**src/scr_pkg.sv**
```systemverilog
package scr_pkg;

   localparam int unsigned DataWidth = 32;
   localparam int unsigned StepWidth = 31;
   localparam int unsigned AddrWidth = 5;
   localparam int unsigned IterCount = 32;

   // Register indexes (byte address / 4).
   localparam logic [2:0] REG_TIME_STEP      = 3'd0;
   localparam logic [2:0] REG_VISCOSITY      = 3'd1;
   localparam logic [2:0] REG_DIMENSION_MODE = 3'd2;
   localparam logic [2:0] REG_START_MODE     = 3'd3;
   localparam logic [2:0] REG_RESTART_STEP   = 3'd4;

   localparam logic [31:0] TimeStepReset  = 32'h0001_0000;
   localparam logic [31:0] ViscosityReset = 32'h0001_0000;

   typedef struct packed {
      logic signed [31:0] vel_x;
      logic signed [31:0] vel_y;
      logic signed [31:0] vel_z;
      logic [31:0]        core_size;
      logic signed [31:0] vorticity;
      logic [30:0]        step_index;
      logic               last_particle;
   } req_payload_type;

   typedef struct packed {
      logic [31:0]        avg_courant;
      logic [31:0]        avg_diffusion;
      logic signed [31:0] avg_mesh_re;
      logic [31:0]        step_max_courant;
      logic [31:0]        step_max_diffusion;
      logic [31:0]        step_max_mesh_re;
      logic [31:0]        run_max_courant;
      logic [31:0]        run_max_diffusion;
      logic [31:0]        run_max_mesh_re;
   } rsp_payload_type;

   typedef struct packed {
      logic [31:0] time_step;
      logic [31:0] viscosity;
      logic        dimension_mode;
      logic        start_mode;
      logic [30:0] restart_step;
   } csr_type;

   typedef logic [4:0] op_type;

   localparam op_type OP_NONE     = 5'd0;
   localparam op_type OP_LOAD     = 5'd1;
   localparam op_type OP_SQX      = 5'd2;
   localparam op_type OP_SQY      = 5'd3;
   localparam op_type OP_SQZ      = 5'd4;
   localparam op_type OP_SS       = 5'd5;
   localparam op_type OP_ND       = 5'd6;
   localparam op_type OP_RT_INIT  = 5'd7;
   localparam op_type OP_RT_STEP  = 5'd8;
   localparam op_type OP_SPD      = 5'd9;
   localparam op_type OP_C_START  = 5'd10;
   localparam op_type OP_DIV_STEP = 5'd11;
   localparam op_type OP_D_START  = 5'd12;
   localparam op_type OP_M0       = 5'd13;
   localparam op_type OP_M1       = 5'd14;
   localparam op_type OP_M_START  = 5'd15;
   localparam op_type OP_ACC      = 5'd16;
   localparam op_type OP_AC_START = 5'd17;
   localparam op_type OP_AD_START = 5'd18;
   localparam op_type OP_AM_START = 5'd19;
   localparam op_type OP_AM_END   = 5'd20;
   localparam op_type OP_EMIT     = 5'd21;

   typedef struct packed {
      op_type op;
   } dp_cmd_type;

   typedef struct packed {
      logic last_particle;
   } dp_status_type;

endpackage

```
**src/scr_ctrl.sv**
```systemverilog
module scr_ctrl (
   input  logic                  clock,
   input  logic                  reset,
   input  logic                  req_valid,
   output logic                  req_stall,
   output logic                  rsp_valid,
   input  logic                  rsp_stall,
   input  scr_pkg::dp_status_type status,
   output scr_pkg::dp_cmd_type   cmd
);

   localparam logic [4:0] ST_IDLE = 5'd0;
   localparam logic [4:0] ST_SQX  = 5'd1;
   localparam logic [4:0] ST_SQY  = 5'd2;
   localparam logic [4:0] ST_SQZ  = 5'd3;
   localparam logic [4:0] ST_SS   = 5'd4;
   localparam logic [4:0] ST_ND   = 5'd5;
   localparam logic [4:0] ST_RTI  = 5'd6;
   localparam logic [4:0] ST_RT   = 5'd7;
   localparam logic [4:0] ST_SPD  = 5'd8;
   localparam logic [4:0] ST_CST  = 5'd9;
   localparam logic [4:0] ST_CDV  = 5'd10;
   localparam logic [4:0] ST_DST  = 5'd11;
   localparam logic [4:0] ST_DDV  = 5'd12;
   localparam logic [4:0] ST_M0   = 5'd13;
   localparam logic [4:0] ST_M1   = 5'd14;
   localparam logic [4:0] ST_MST  = 5'd15;
   localparam logic [4:0] ST_MDV  = 5'd16;
   localparam logic [4:0] ST_ACC  = 5'd17;
   localparam logic [4:0] ST_ACS  = 5'd18;
   localparam logic [4:0] ST_ACV  = 5'd19;
   localparam logic [4:0] ST_ADS  = 5'd20;
   localparam logic [4:0] ST_ADV  = 5'd21;
   localparam logic [4:0] ST_AMS  = 5'd22;
   localparam logic [4:0] ST_AMV  = 5'd23;
   localparam logic [4:0] ST_AME  = 5'd24;
   localparam logic [4:0] ST_OUT  = 5'd25;

   localparam logic [4:0] LastIter = 5'(scr_pkg::IterCount - 1);

   logic [4:0] state_ff, state_in;
   logic [4:0] cnt_ff, cnt_in;
   logic       rsp_valid_ff, rsp_valid_in;
   logic       loop_done;

   assign loop_done = (cnt_ff == LastIter);

   always_comb begin
      state_in     = state_ff;
      cnt_in       = cnt_ff;
      rsp_valid_in = rsp_valid_ff & rsp_stall;
      cmd.op       = scr_pkg::OP_NONE;
      unique case (state_ff)
         ST_IDLE: begin
            if (req_valid) begin
               cmd.op   = scr_pkg::OP_LOAD;
               state_in = ST_SQX;
            end
         end
         ST_SQX: begin cmd.op = scr_pkg::OP_SQX;     state_in = ST_SQY; end
         ST_SQY: begin cmd.op = scr_pkg::OP_SQY;     state_in = ST_SQZ; end
         ST_SQZ: begin cmd.op = scr_pkg::OP_SQZ;     state_in = ST_SS;  end
         ST_SS:  begin cmd.op = scr_pkg::OP_SS;      state_in = ST_ND;  end
         ST_ND:  begin cmd.op = scr_pkg::OP_ND;      state_in = ST_RTI; end
         ST_RTI: begin cmd.op = scr_pkg::OP_RT_INIT; state_in = ST_RT;  end
         ST_RT: begin
            cmd.op = scr_pkg::OP_RT_STEP;
            cnt_in = cnt_ff + 5'd1;
            if (loop_done) state_in = ST_SPD;
         end
         ST_SPD: begin cmd.op = scr_pkg::OP_SPD;     state_in = ST_CST; end
         ST_CST: begin cmd.op = scr_pkg::OP_C_START; state_in = ST_CDV; end
         ST_CDV: begin
            cmd.op = scr_pkg::OP_DIV_STEP;
            cnt_in = cnt_ff + 5'd1;
            if (loop_done) state_in = ST_DST;
         end
         ST_DST: begin cmd.op = scr_pkg::OP_D_START; state_in = ST_DDV; end
         ST_DDV: begin
            cmd.op = scr_pkg::OP_DIV_STEP;
            cnt_in = cnt_ff + 5'd1;
            if (loop_done) state_in = ST_M0;
         end
         ST_M0:  begin cmd.op = scr_pkg::OP_M0;      state_in = ST_M1;  end
         ST_M1:  begin cmd.op = scr_pkg::OP_M1;      state_in = ST_MST; end
         ST_MST: begin cmd.op = scr_pkg::OP_M_START; state_in = ST_MDV; end
         ST_MDV: begin
            cmd.op = scr_pkg::OP_DIV_STEP;
            cnt_in = cnt_ff + 5'd1;
            if (loop_done) state_in = ST_ACC;
         end
         ST_ACC: begin
            cmd.op   = scr_pkg::OP_ACC;
            state_in = status.last_particle ? ST_ACS : ST_IDLE;
         end
         ST_ACS: begin cmd.op = scr_pkg::OP_AC_START; state_in = ST_ACV; end
         ST_ACV: begin
            cmd.op = scr_pkg::OP_DIV_STEP;
            cnt_in = cnt_ff + 5'd1;
            if (loop_done) state_in = ST_ADS;
         end
         ST_ADS: begin cmd.op = scr_pkg::OP_AD_START; state_in = ST_ADV; end
         ST_ADV: begin
            cmd.op = scr_pkg::OP_DIV_STEP;
            cnt_in = cnt_ff + 5'd1;
            if (loop_done) state_in = ST_AMS;
         end
         ST_AMS: begin cmd.op = scr_pkg::OP_AM_START; state_in = ST_AMV; end
         ST_AMV: begin
            cmd.op = scr_pkg::OP_DIV_STEP;
            cnt_in = cnt_ff + 5'd1;
            if (loop_done) state_in = ST_AME;
         end
         ST_AME: begin cmd.op = scr_pkg::OP_AM_END; state_in = ST_OUT; end
         ST_OUT: begin
            // The result register must be free, or being emptied this cycle.
            if (!rsp_valid_ff || !rsp_stall) begin
               cmd.op       = scr_pkg::OP_EMIT;
               rsp_valid_in = 1'b1;
               state_in     = ST_IDLE;
            end
         end
         default: state_in = ST_IDLE;
      endcase
   end

   always_ff @(posedge clock) begin
      if (reset) begin
         state_ff     <= ST_IDLE;
         cnt_ff       <= '0;
         rsp_valid_ff <= 1'b0;
      end else begin
         state_ff     <= state_in;
         cnt_ff       <= cnt_in;
         rsp_valid_ff <= rsp_valid_in;
      end
   end

   assign req_stall = (state_ff != ST_IDLE);
   assign rsp_valid = rsp_valid_ff;

endmodule

```
**config.mk**
```make
export PLATFORM = sky130hd
export DESIGN_NAME = scr_ctrl
export DESIGN_NICKNAME = d
export VERILOG_FILES = /design/src/scr_pkg.sv /design/src/scr_ctrl.sv
export SDC_FILE = /design/constraint.sdc
export NUM_CORES = 1
export LEC_CHECK = 0
export ABC_AREA = 0
export BUFFER_PORTS_ARGS = -buffer_cell sky130_fd_sc_hd__buf_2
export CAP_MARGIN = 0
export CORE_AREA = 2 2 49 51
export CTS_CLUSTER_DIAMETER = 50
export DETAILED_ROUTE_END_ITERATION = 8
export DIE_AREA = 0 0 51 53
export GPL_TIMING_DRIVEN = 0
export HOLD_SLACK_MARGIN = 0.02
export PLACE_DENSITY = 0.67
export SETUP_SLACK_MARGIN = 0.2
export SLEW_MARGIN = 30
export SYNTH_ARGS = -nofsm -noshare
export SYNTH_HDL_FRONTEND = slang
export SYNTH_SLANG_ARGS = --single-unit
```
**constraint.sdc**
```tcl
create_clock -name clock -period 1.99 [get_ports clock]
set_input_delay 0.0995 -clock clock [delete_from_list [all_inputs] [get_ports clock]]
set_output_delay 0.0995 -clock clock [all_outputs]
set_load 0.005 [all_outputs]
```
==> summary.md, run 1 <==
| Metric | Value |
|---|---|
| Worst Path Required | 2.20 ns |
| Via count | 910 |
| PD cells | 903 mW/mm^2 |
| Core box area | 0.00215 sq mm |
| H-tree levels | 1 |
| Die X-Extent | 51 um |
| Register area share after synthesis | 0.254 |
| Critical Path End | state_ff[3] |
| Status | complete, no violations |
| Worst reg2reg endpoint | state_ff[3] |
| DRC | 0 |
| Gpl congestion | 0.824 |
| CP bufs+invs | 1 |
| Buffers on Ports | 10 |
| CTS tree | done |
| Final period util | 0.896 |
| Total power | 0.000963 W |
| Data arrival, critical path | 1.99 ns |
| Post-synthesis cell count | 116 |
| Post-synth cell types | 39 |
| Final TNS setup | 0 ns |
| Max Cap Violations | 0 |
| CP Cell Sequence | buf_6, or3_4, or4_4, o21a_4, a21oi_4, o2bb2ai_1 |
| Avg Inst Size Synth | 7.49 sq um |
| Largest net degree at the start of global routing | 11 |
| R2R Setup Slk | 0.21 ns |
| Die area | 0.00270 sq mm |
| Detail Route Antenna Nets | 0 |
| Peak supply drop | 518 uV |
| Drt first pass iters | 4 |
| Setup repair after global routing missed its margin | yes |
| Max clock buf depth | 2 |
| Clk sinks | 11 |
| Finish-stage setup viols | 0 |
| Detailed Route Iter0 Violations | 21 |
| Cell family with most CP delay | simple AND/OR/NAND/NOR gates |
| Initial antenna violation count | 0 |
| Largest fanout on the critical path | 7 |
| Cts-stage hold buffer count | 0 |
| I/O pin count | 12 |
| Area Overhead vs Synth | 22.8% |
| Final #Nets | 142 |
| Routed WL per cell | 12.9 um |
| CP Launch Type | flip-flop |
| FP Rows | 17 |
| Final Skew | 0.00616 ns |
| Diodes inserted | 0 |
| Yosys synthesis warning count | 0 |
| Clk_lat worst skew | 0.28 ns |
| CP Capture Type | flip-flop |
| DP Area | 953 sq um |
| Slew headroom | 0.709 |
| CTS Buf Count | 3 |
| Post-Layout Inst Area | 0.00107 sq mm |
| Congestion Overflow GR | 0 |
| Flops & latches, synth | 11 |
| WS Path Type | reg2reg |
| Gr usage total | 0.171 |
| Reg clk slew, reported paths | 0.07 ns |
| Final HPWL DP | 1460 um |
| Syn Std Cell Area | 868 sq um |
| Layout cell share with drive strength beyond 1 | 0.276 |
| Endpoints failing hold | 0 |
| Stages on worst setup path | 6 |
| Root Driver | clkbuf_4 |
| Slowest cell on crit path | or4_4 |
| Fillcell total | 198 |
| Max Slew Vio Count | 0 |
| Initial Util | 0.404 |
| Slowest Stage Delay on Critical Path | 0.44 ns |
| Minimum clock period | 1.78 ns |
| Reg2reg path depth | 6 |
| Worst Hold Class | in2reg |
| First-pass GRT wire length | 3460 um |
| Vias per cell | 5.62 |
| FMAX | 561 MHz |
| Crit path from | state_ff[2] |
| Synthesized Nets | 123 |
| Most frequent cells in the layout | buf_2 (14), nand2_1 (14), nor2_1 (13) |
| Worst r2r src | state_ff[2] |
| Leak Pwr | 0.447 nW |
| DRT Wirelength | 2080 um |
| Vias in the first global route | 792 |
| Die height | 53 um |
| Slew at the pin closest to its max-slew limit | 0.437 ns |
[sequential cells by signal (all words and copies together) (netlist names)]
name / flops
cnt_ff: 5
state_ff: 5
rsp_valid: 1
[how the worst min path moves through the flow]
stage / from / endpoint / cells past startpoint
6_report: rsp_stall / rsp_valid / 3
5_1_grt: rsp_stall / rsp_valid / 3
4_1_cts: rsp_stall / rsp_valid / 3
3_5_place_dp: rsp_stall / rsp_valid / 3
3_3_place_gp: rsp_stall / rsp_valid / 3
2_1_floorplan: rsp_stall / rsp_valid / 2
[through the flow]
step / instances / hold slack [ns] / setup WS (ns) / utilization
finish: 162 / 0.135 / 0.207 / 0.496
global route: 162 / 0.158 / 0.158 / 0.496
CTS: 158 / 0.136 / 0.166 / 0.465
detailed placement: 154 / 0.427 / 0.187 / 0.444
global placement: 154 / 0.430 / 0.193 / 0.444
floorplan: 116 / 0.284 / 0.293 / -
[synth_stat cells (all sizes together)]
cell	number	area, sq um
a2bb2o	1	20.0
nor2	14	52.6
o21a	1	15.0
o2bb2ai	4	35.0
a21o	1	7.51
and3	1	6.26
inv	2	7.51
maj3	1	10.0
xor2	3	26.3
mux2i	2	20.0
or3	2	17.5
nor3	1	5.00
o2111ai	1	8.76
and2	1	6.26
a221oi	1	8.76
nand2	14	52.6
mux2	1	11.3
a21oi	11	66.3
a31oi	1	6.26
or4	1	11.3
a22oi	2	15.0
o22ai	1	6.26
buf	7	37.5
o21ai	9	45.0
nor2b	2	12.5
clkbuf	3	11.3
xnor2	3	26.3
nand3	5	25.0
a21boi	1	7.51
ha	2	25.0
nand4	3	18.8
o211ai	1	7.51
nor3b	1	7.51
dfxtp	11	220
a32oi	1	8.76
[logic make-up after synthesis]
family,count (synthesis),share of synthesized area
AND/OR/NAND/NOR,45,0.248
AO/OA/AOI/OAI,36,0.297
buffers and inverters,12,0.0648
flip-flops,11,0.254
XOR/XNOR,6,0.0605
multiplexers,3,0.0360
adder cells (fa/ha/maj),3,0.0403
[metal layers]
metal	global-route usage	share of wire	up-vias
met5	0	0	-
met4	0.0676	0.014	0
met3	0.0452	0.085	5
met2	0.284	0.45	35
met1	0.211	0.45	414
li1	-	-	456
[cell type report]
cell class | count | area (sq um) | share of cell area
Sequential cell | 11 | 220 | 0.207
Multi-Input combinational cell | 93 | 624 | 0.586
Timing Repair Buffer | 14 | 92.6 | 0.0869
Buffer | 10 | 60.1 | 0.0563
Inverter | 2 | 7.51 | 0.00704
Clock buffer | 4 | 26.3 | 0.0246
Tap cell | 28 | 35.0 | 0.0329
[timing repair]
item | CTS | global route
setup endpoints to repair | 7 | 9
pin swaps | 1 | 1
cloned | 0 | 0
hold endpoints to repair | 0 | 0
resized for setup | 6 | 11
buffers inserted | 0 | 4
[where the power goes]
part | total (W) | switching, W | leakage, nW | internal [W]
registers | 0.000253 | 0.0000135 | 0.0891 | 0.000240
logic | 0.000549 | 0.000297 | 0.343 | 0.000252
clock network | 0.000161 | 0.0000826 | 0.0150 | 0.0000780
total | 0.000963 | 0.000393 | 0.447 | 0.000570
[worst reg2reg max path, cell delays in order (launching register included)]
cell and delay, ns:
dfxtp_1 0.31, buf_6 0.13, or3_4 0.34, or4_4 0.44
o21a_4 0.15, a21oi_4 0.20, o2bb2ai_1 0.14
Power figures use the tool's default switching activity.
==> run 2: changes to the inputs <==
--- a/config.mk
+++ b/config.mk
@@ -14,7 +14,7 @@
 export DIE_AREA = 0 0 51 53
 export GPL_TIMING_DRIVEN = 0
 export HOLD_SLACK_MARGIN = 0.02
-export PLACE_DENSITY = 0.67
+export PLACE_DENSITY = 0.57
 export SETUP_SLACK_MARGIN = 0.2
 export SLEW_MARGIN = 30
 export SYNTH_ARGS = -nofsm -noshare
==> constraint.sdc (replaced) <==
create_clock -name clock -period 1.9 [get_ports clock]
set_input_delay 0.095 -clock clock [delete_from_list [all_inputs] [get_ports clock]]
set_output_delay 0.095 -clock clock [all_outputs]
set_load 0.005 [all_outputs]
==> summary.md, run 2 (synthesized netlist as in run 1, its figures left out) <==
| Metric | Value |
|---|---|
| Gpl congestion | 0.857 (+3.9%) |
| CP Capture Type | flip-flop |
| Final #Nets | 142 (unchanged) |
| FP Rows | 17 (unchanged) |
| Vias per cell | 5.61 (-0.11%) |
| Layout cell share with drive strength beyond 1 | 0.269 (-0.00746) |
| FMAX | 567 MHz (+1.1%) |
| Cts-stage hold buffer count | 0 (unchanged) |
| Clk_lat worst skew | 0.27 ns (about the same) |
| Worst Path Required | 2.10 ns (-0.10 ns) |
| Largest net degree at the start of global routing | 11 (unchanged) |
| Final period util | 0.928 (+0.0319) |
| I/O pin count | 12 (unchanged) |
| Final TNS setup | 0 ns (unchanged) |
| Reg clk slew, reported paths | 0.07 ns (about the same) |
| Max Cap Violations | 0 (unchanged) |
| Setup repair after global routing missed its margin | yes |
| Final Skew | 0.00255 ns (-0.00361 ns) |
| Total power | 0.000993 W (+3.1%) |
| Detail Route Antenna Nets | 0 (unchanged) |
| Buffers on Ports | 10 (unchanged) |
| Drt first pass iters | 4 (unchanged) |
| Largest fanout on the critical path | 8 (+1) |
| Die height | 53 um (unchanged) |
| DRC | 0 (unchanged) |
| CTS tree | done |
| Placed Instances | 154 (unchanged) |
| DP Area | 953 sq um (unchanged) |
| Slowest Stage Delay on Critical Path | 0.44 ns (about the same) |
| WS Path Type | reg2reg |
| Finish-stage setup viols | 0 (unchanged) |
| Status | complete, no violations |
| CP Cell Sequence | buf_6, or3_4, or4_4, o21a_4, a21oi_4, o2bb2ai_1 |
| CP Launch Type | flip-flop |
| Diodes inserted | 0 (unchanged) |
| Layout Cells excl Fill | 162 (unchanged) |
| Gr usage total | 0.178 (+0.00694) |
| Max Slew Vio Count | 0 (unchanged) |
| Data arrival, critical path | 1.96 ns (-0.03 ns) |
| Fillcell total | 222 (+12%) |
| Clk sinks | 11 (unchanged) |
| Core box area | 0.00215 sq mm (unchanged) |
| Die X-Extent | 51 um (unchanged) |
| Slew at the pin closest to its max-slew limit | 0.474 ns (+0.0369 ns) |
| Slowest cell on crit path | or4_4 |
| Detailed Route Iter0 Violations | 15 (-29%) |
| DRT Wirelength | 2210 um (+6.2%) |
| Most frequent cells in the layout | nand2_1 (14), buf_2 (13), nor2_1 (13) |
| Initial antenna violation count | 0 (unchanged) |
| Max clock buf depth | 2 (unchanged) |
| Congestion Overflow GR | 0 (unchanged) |
| Setup ws final | 0.137 ns (-0.0700 ns) |
| Final HPWL DP | 1540 um (+6.0%) |
| Endpoints failing hold | 0 (unchanged) |
| Root Driver | clkbuf_4 |
| Worst slack at placement | 0.0601 ns (-0.127 ns) |
| Leading cell type in the layout, fill and taps excluded | nand2_1 |
| Die area | 0.00270 sq mm (unchanged) |
| PD cells | 945 mW/mm^2 (+4.6%) |
| Area Overhead vs Synth | 21.0% |
| Worst Hold Class | in2reg |
| Post-Layout Inst Area | 0.00105 sq mm (-1.4%) |
| Routed WL per cell | 13.6 um (+6.2%) |
| Leak Pwr | 0.440 nW (-1.7%) |
| First-pass GRT wire length | 3590 um (+3.6%) |
| Minimum clock period | 1.76 ns (-0.0200 ns) |
| Peak supply drop | 456 uV (-12%) |
| Via count | 909 (-0.11%) |
| Slew headroom | 0.684 (-0.0246) |
| Initial Util | 0.404 (unchanged) |
| H-tree levels | 1 (unchanged) |
| Vias in the first global route | 818 (+3.3%) |
| CTS Buf Count | 3 (unchanged) |
run 2: changes by cell type in the layout (fill, tap and decap cells not counted), sizes merged:
cell | before | now
buf | 21 | 20
clkbuf | 7 | 8
run 2: per-layer routing:
layer | wire length (um) | part of all wire | vias up | global-route usage
li1 | - | - | 459 | -
met1 | 989 | 0.45 | 421 | 0.209
met2 | 1090 | 0.49 | 22 | 0.305
met3 | 74 | 0.033 | 7 | 0.0282
met4 | 59 | 0.027 | 0 | 0.108
met5 | 0 | 0 | - | 0
run 2: through the flow:
step           hold WS, ns  utilization
2_1_floorplan        0.279            -
3_3_place_gp         0.425        0.444
3_5_place_dp         0.433        0.444
4_1_cts              0.141        0.468
5_1_grt              0.159        0.489
6_report             0.140        0.489
run 2: report_power, final:
group / total [W] / internal, W / switching, W / leakage [nW]
combinational: 0.000565 / 0.000257 / 0.000307 / 0.335
clock: 0.000158 / 0.0000814 / 0.0000767 / 0.0150
sequential: 0.000270 / 0.000251 / 0.0000191 / 0.0896
run 2: area by class of cell:
cell class | instances | area [sq um] | share of cell area
clock buffer | 4 | 26.3 | 0.0250
tap | 28 | 35.0 | 0.0333
inverter | 2 | 7.51 | 0.00714
buffer | 10 | 68.8 | 0.0655
timing repair buffer | 14 | 80.1 | 0.0762
sequential | 11 | 221 | 0.211
multi-input combinational | 93 | 612 | 0.582
run 2: critical path: cells and delay by family (launching register included):
kind,cells,cell delay [ns]
flops,1,0.31
simple gates,2,0.77
compound gates,3,0.47
buf+inv,1,0.13
run 2: timing repair:
action | in CTS | in global routing
pin swaps | 1 | 2
resized for setup | 7 | 11
setup buffers | 1 | 3
setup endpoints to repair | 10 | 11
run 2: worst paths after layout:
check | start | to | slack, ns | cells after the start
min | rsp_stall | rsp_valid | 0.14 | 3
max | state_ff[2] | state_ff[4] | 0.14 | 6
min reg2reg | cnt_ff[1] | cnt_ff[1] | 0.49 | 2
max reg2reg | state_ff[2] | state_ff[4] | 0.14 | 6
==> run 3: changes to the inputs <==
--- a/config.mk
+++ b/config.mk
@@ -8,13 +8,15 @@
 export ABC_AREA = 0
 export BUFFER_PORTS_ARGS = -buffer_cell sky130_fd_sc_hd__buf_2
 export CAP_MARGIN = 0
-export CORE_AREA = 2 2 49 51
+export CELL_PAD_IN_SITES_DETAIL_PLACEMENT = 1
+export CELL_PAD_IN_SITES_GLOBAL_PLACEMENT = 2
+export CORE_AREA = 2 2 56 58
 export CTS_CLUSTER_DIAMETER = 50
 export DETAILED_ROUTE_END_ITERATION = 8
-export DIE_AREA = 0 0 51 53
+export DIE_AREA = 0 0 58 60
 export GPL_TIMING_DRIVEN = 0
 export HOLD_SLACK_MARGIN = 0.02
-export PLACE_DENSITY = 0.57
+export PLACE_DENSITY = 0.72
 export SETUP_SLACK_MARGIN = 0.2
 export SLEW_MARGIN = 30
 export SYNTH_ARGS = -nofsm -noshare
==> summary.md, run 3 (synthesized netlist as in run 1, its figures left out) <==
| Metric | Value |
|---|---|
| Status | complete, no violations |
| Finish-stage setup viols | 0 (unchanged) |
| Setup repair after global routing missed its margin | yes |
| Placed Instances | 159 (+3.2%) |
| Most frequent cells in the layout | buf_2 (14), nand2_1 (14), nor2_1 (13) |
| Peak supply drop | 428 uV (-6.2%) |
| PD cells | 972 mW/mm^2 (+2.8%) |
| Area Overhead vs Synth | 23.5% |
| Initial Util | 0.299 (-0.105) |
| First-pass GRT wire length | 4280 um (+19%) |
| Vias per cell | 5.59 (-0.43%) |
| Final HPWL DP | 1840 um (+19%) |
| Data arrival, critical path | 2.00 ns (+0.04 ns) |
| Combinational Power Share | 0.589 (+0.020) |
| CTS tree | done |
| Worst Path Required | 2.11 ns (about the same) |
| FMAX | 558 MHz (-1.6%) |
| Slowest Stage Delay on Critical Path | 0.45 ns (about the same) |
| Vias in the first global route | 915 (+12%) |
| CTS Buf Count | 3 (unchanged) |
| Drt first pass iters | 4 (unchanged) |
| Worst Hold Class | in2reg |
| Congestion Overflow GR | 0 (unchanged) |
| Routed WL per cell | 16.1 um (+18%) |
| Max clock buf depth | 2 (unchanged) |
| Sw Ratio | 0.423 (+0.0171) |
| DR top layer | met4 |
| M1 wire length | 1190 um (+20%) |
| Detailed Route Iter0 Violations | 26 (+11) |
| Cell family with most CP delay | simple AND/OR/NAND/NOR gates |
| CP Cell Sequence | buf_6, or3_4, or4_4, o21a_4, a21oi_4, a2bb2o_4 |
| Initial antenna violation count | 0 (unchanged) |
| Met3 wire length | 47 um (-36%) |
| CP Launch Type | flip-flop |
| I/O pin count | 12 (unchanged) |
| Max Cap Violations | 0 (unchanged) |
| CP bufs+invs | 1 (unchanged) |
| DRT Wirelength | 2680 um (+21%) |
| Slew at the pin closest to its max-slew limit | 0.475 ns (+0.00145 ns) |
| Int Pwr | 0.000601 W (+1.9%) |
| WS Path Type | reg2reg |
| DRC | 0 (unchanged) |
| Max Slew Vio Count | 0 (unchanged) |
| Routed wl met2 | 1420 um (+31%) |
| Buffers on Ports | 10 (unchanged) |
| Die area | 0.00348 sq mm (+29%) |
| NetSw | 0.000441 W (+9.3%) |
| Diodes inserted | 0 (unchanged) |
| Final TNS setup | 0 ns (unchanged) |
| Seq pwr share | 0.259 (-0.013) |
| Minimum clock period | 1.79 ns (+0.0281 ns) |
| Layout cell share with drive strength beyond 1 | 0.291 (+0.0224) |
| Gpl congestion | 0.762 (-11%) |
| Endpoints failing hold | 0 (unchanged) |
| Gr usage total | 0.162 (-0.0164) |
| Die X-Extent | 58 um (+14%) |
| Via count | 933 (+2.6%) |
| Clk sinks | 11 (unchanged) |
| Leak Pwr | 0.448 nW (+2.0%) |
| Core box area | 0.00290 sq mm (+35%) |
| CP Capture Type | flip-flop |
| Largest fanout on the critical path | 8 (unchanged) |
| Root Driver | clkbuf_4 |
| Final Skew | 0.00527 ns (+0.00272 ns) |
| H-tree levels | 1 (unchanged) |
| Layout Cells excl Fill | 167 (+3.1%) |
| Final period util | 0.943 (+0.0148) |
| Detail Route Antenna Nets | 0 (unchanged) |
| Fillcell total | 363 (+64%) |
| Clock power frac | 0.152 (-0.007) |
| Reg clk slew, reported paths | 0.07 ns (about the same) |
| FP Rows | 20 (+3) |
| Largest net degree at the start of global routing | 11 (unchanged) |
| Slowest cell on crit path | or4_4 |
| Die height | 60 um (+13%) |
| Final #Nets | 142 (unchanged) |
| Slew headroom | 0.683 (-0.000970) |
| Clk_lat worst skew | 0.26 ns (about the same) |
## run 3: per-layer routing
| layer | global-route usage | up-vias |
|---|---|---|
| met4 | 0.0797 | 0 |
| met3 | 0.0173 | 4 |
| met1 | 0.197 | 462 |
| met2 | 0.284 | 14 |
| met5 | 0 | - |
| li1 | - | 453 |
## run 3: what timing repair did
| action | in CTS | in global routing |
|---|---|---|
| endpoints found under the setup margin | 11 | 13 |
| hold buffers | 0 | 0 |
| setup buffers | 2 | 2 |
| resized for setup | 10 | 12 |
| pin swaps | 2 | 1 |
## run 3: final cells by class
cell class | instances | area (sq um) | area share
multi-input cells | 93 | 627 | 0.585
flip-flops and latches | 11 | 221 | 0.207
repair buffers | 14 | 80.1 | 0.0747
plain buffers | 10 | 68.8 | 0.0642
well taps | 33 | 41.3 | 0.0385
clock buffers | 4 | 26.3 | 0.0245
inverters | 2 | 7.51 | 0.00700
## run 3: worst reg2reg max path, cell delays in order (launching register included)
cell and delay [ns]:
dfxtp_2 0.32, buf_6 0.13, or3_4 0.34, or4_4 0.45, o21a_4 0.15, a21oi_4 0.20
a2bb2o_4 0.15
## run 3: through the flow
step                      cell area [sq um]  hold slack (ns)  setup WS, ns  power (W)   util
after floorplan                         868            0.279         0.203   0.000632      -
after global placement                  960            0.421        0.0295   0.000777  0.331
after detailed placement                960            0.437       0.00915   0.000785  0.331
after CTS                              1030            0.143         0.118   0.000997  0.354
after global routing                   1070            0.165        0.0603    0.00111  0.369
final                                  1070            0.149         0.109    0.00104  0.369
## run 3: final timing paths
check	end	slack [ns]	from	depth (start not counted)
worst max register to register	state_ff[2]	0.11	state_ff[2]	6
worst max-delay path	state_ff[2]	0.11	state_ff[2]	6
worst min register to register	cnt_ff[1]	0.50	cnt_ff[1]	2
worst min-delay path	rsp_valid	0.15	rsp_stall	3
## run 3: power by group through the flow
stage               Sequential, W  Combinational (W)  Clock [W]
floorplan                0.000267           0.000365          0
global route             0.000272           0.000666   0.000173
detailed placement       0.000270           0.000514          0
global placement         0.000271           0.000506          0
finish                   0.000270           0.000614   0.000158
CTS                      0.000265           0.000565   0.000167
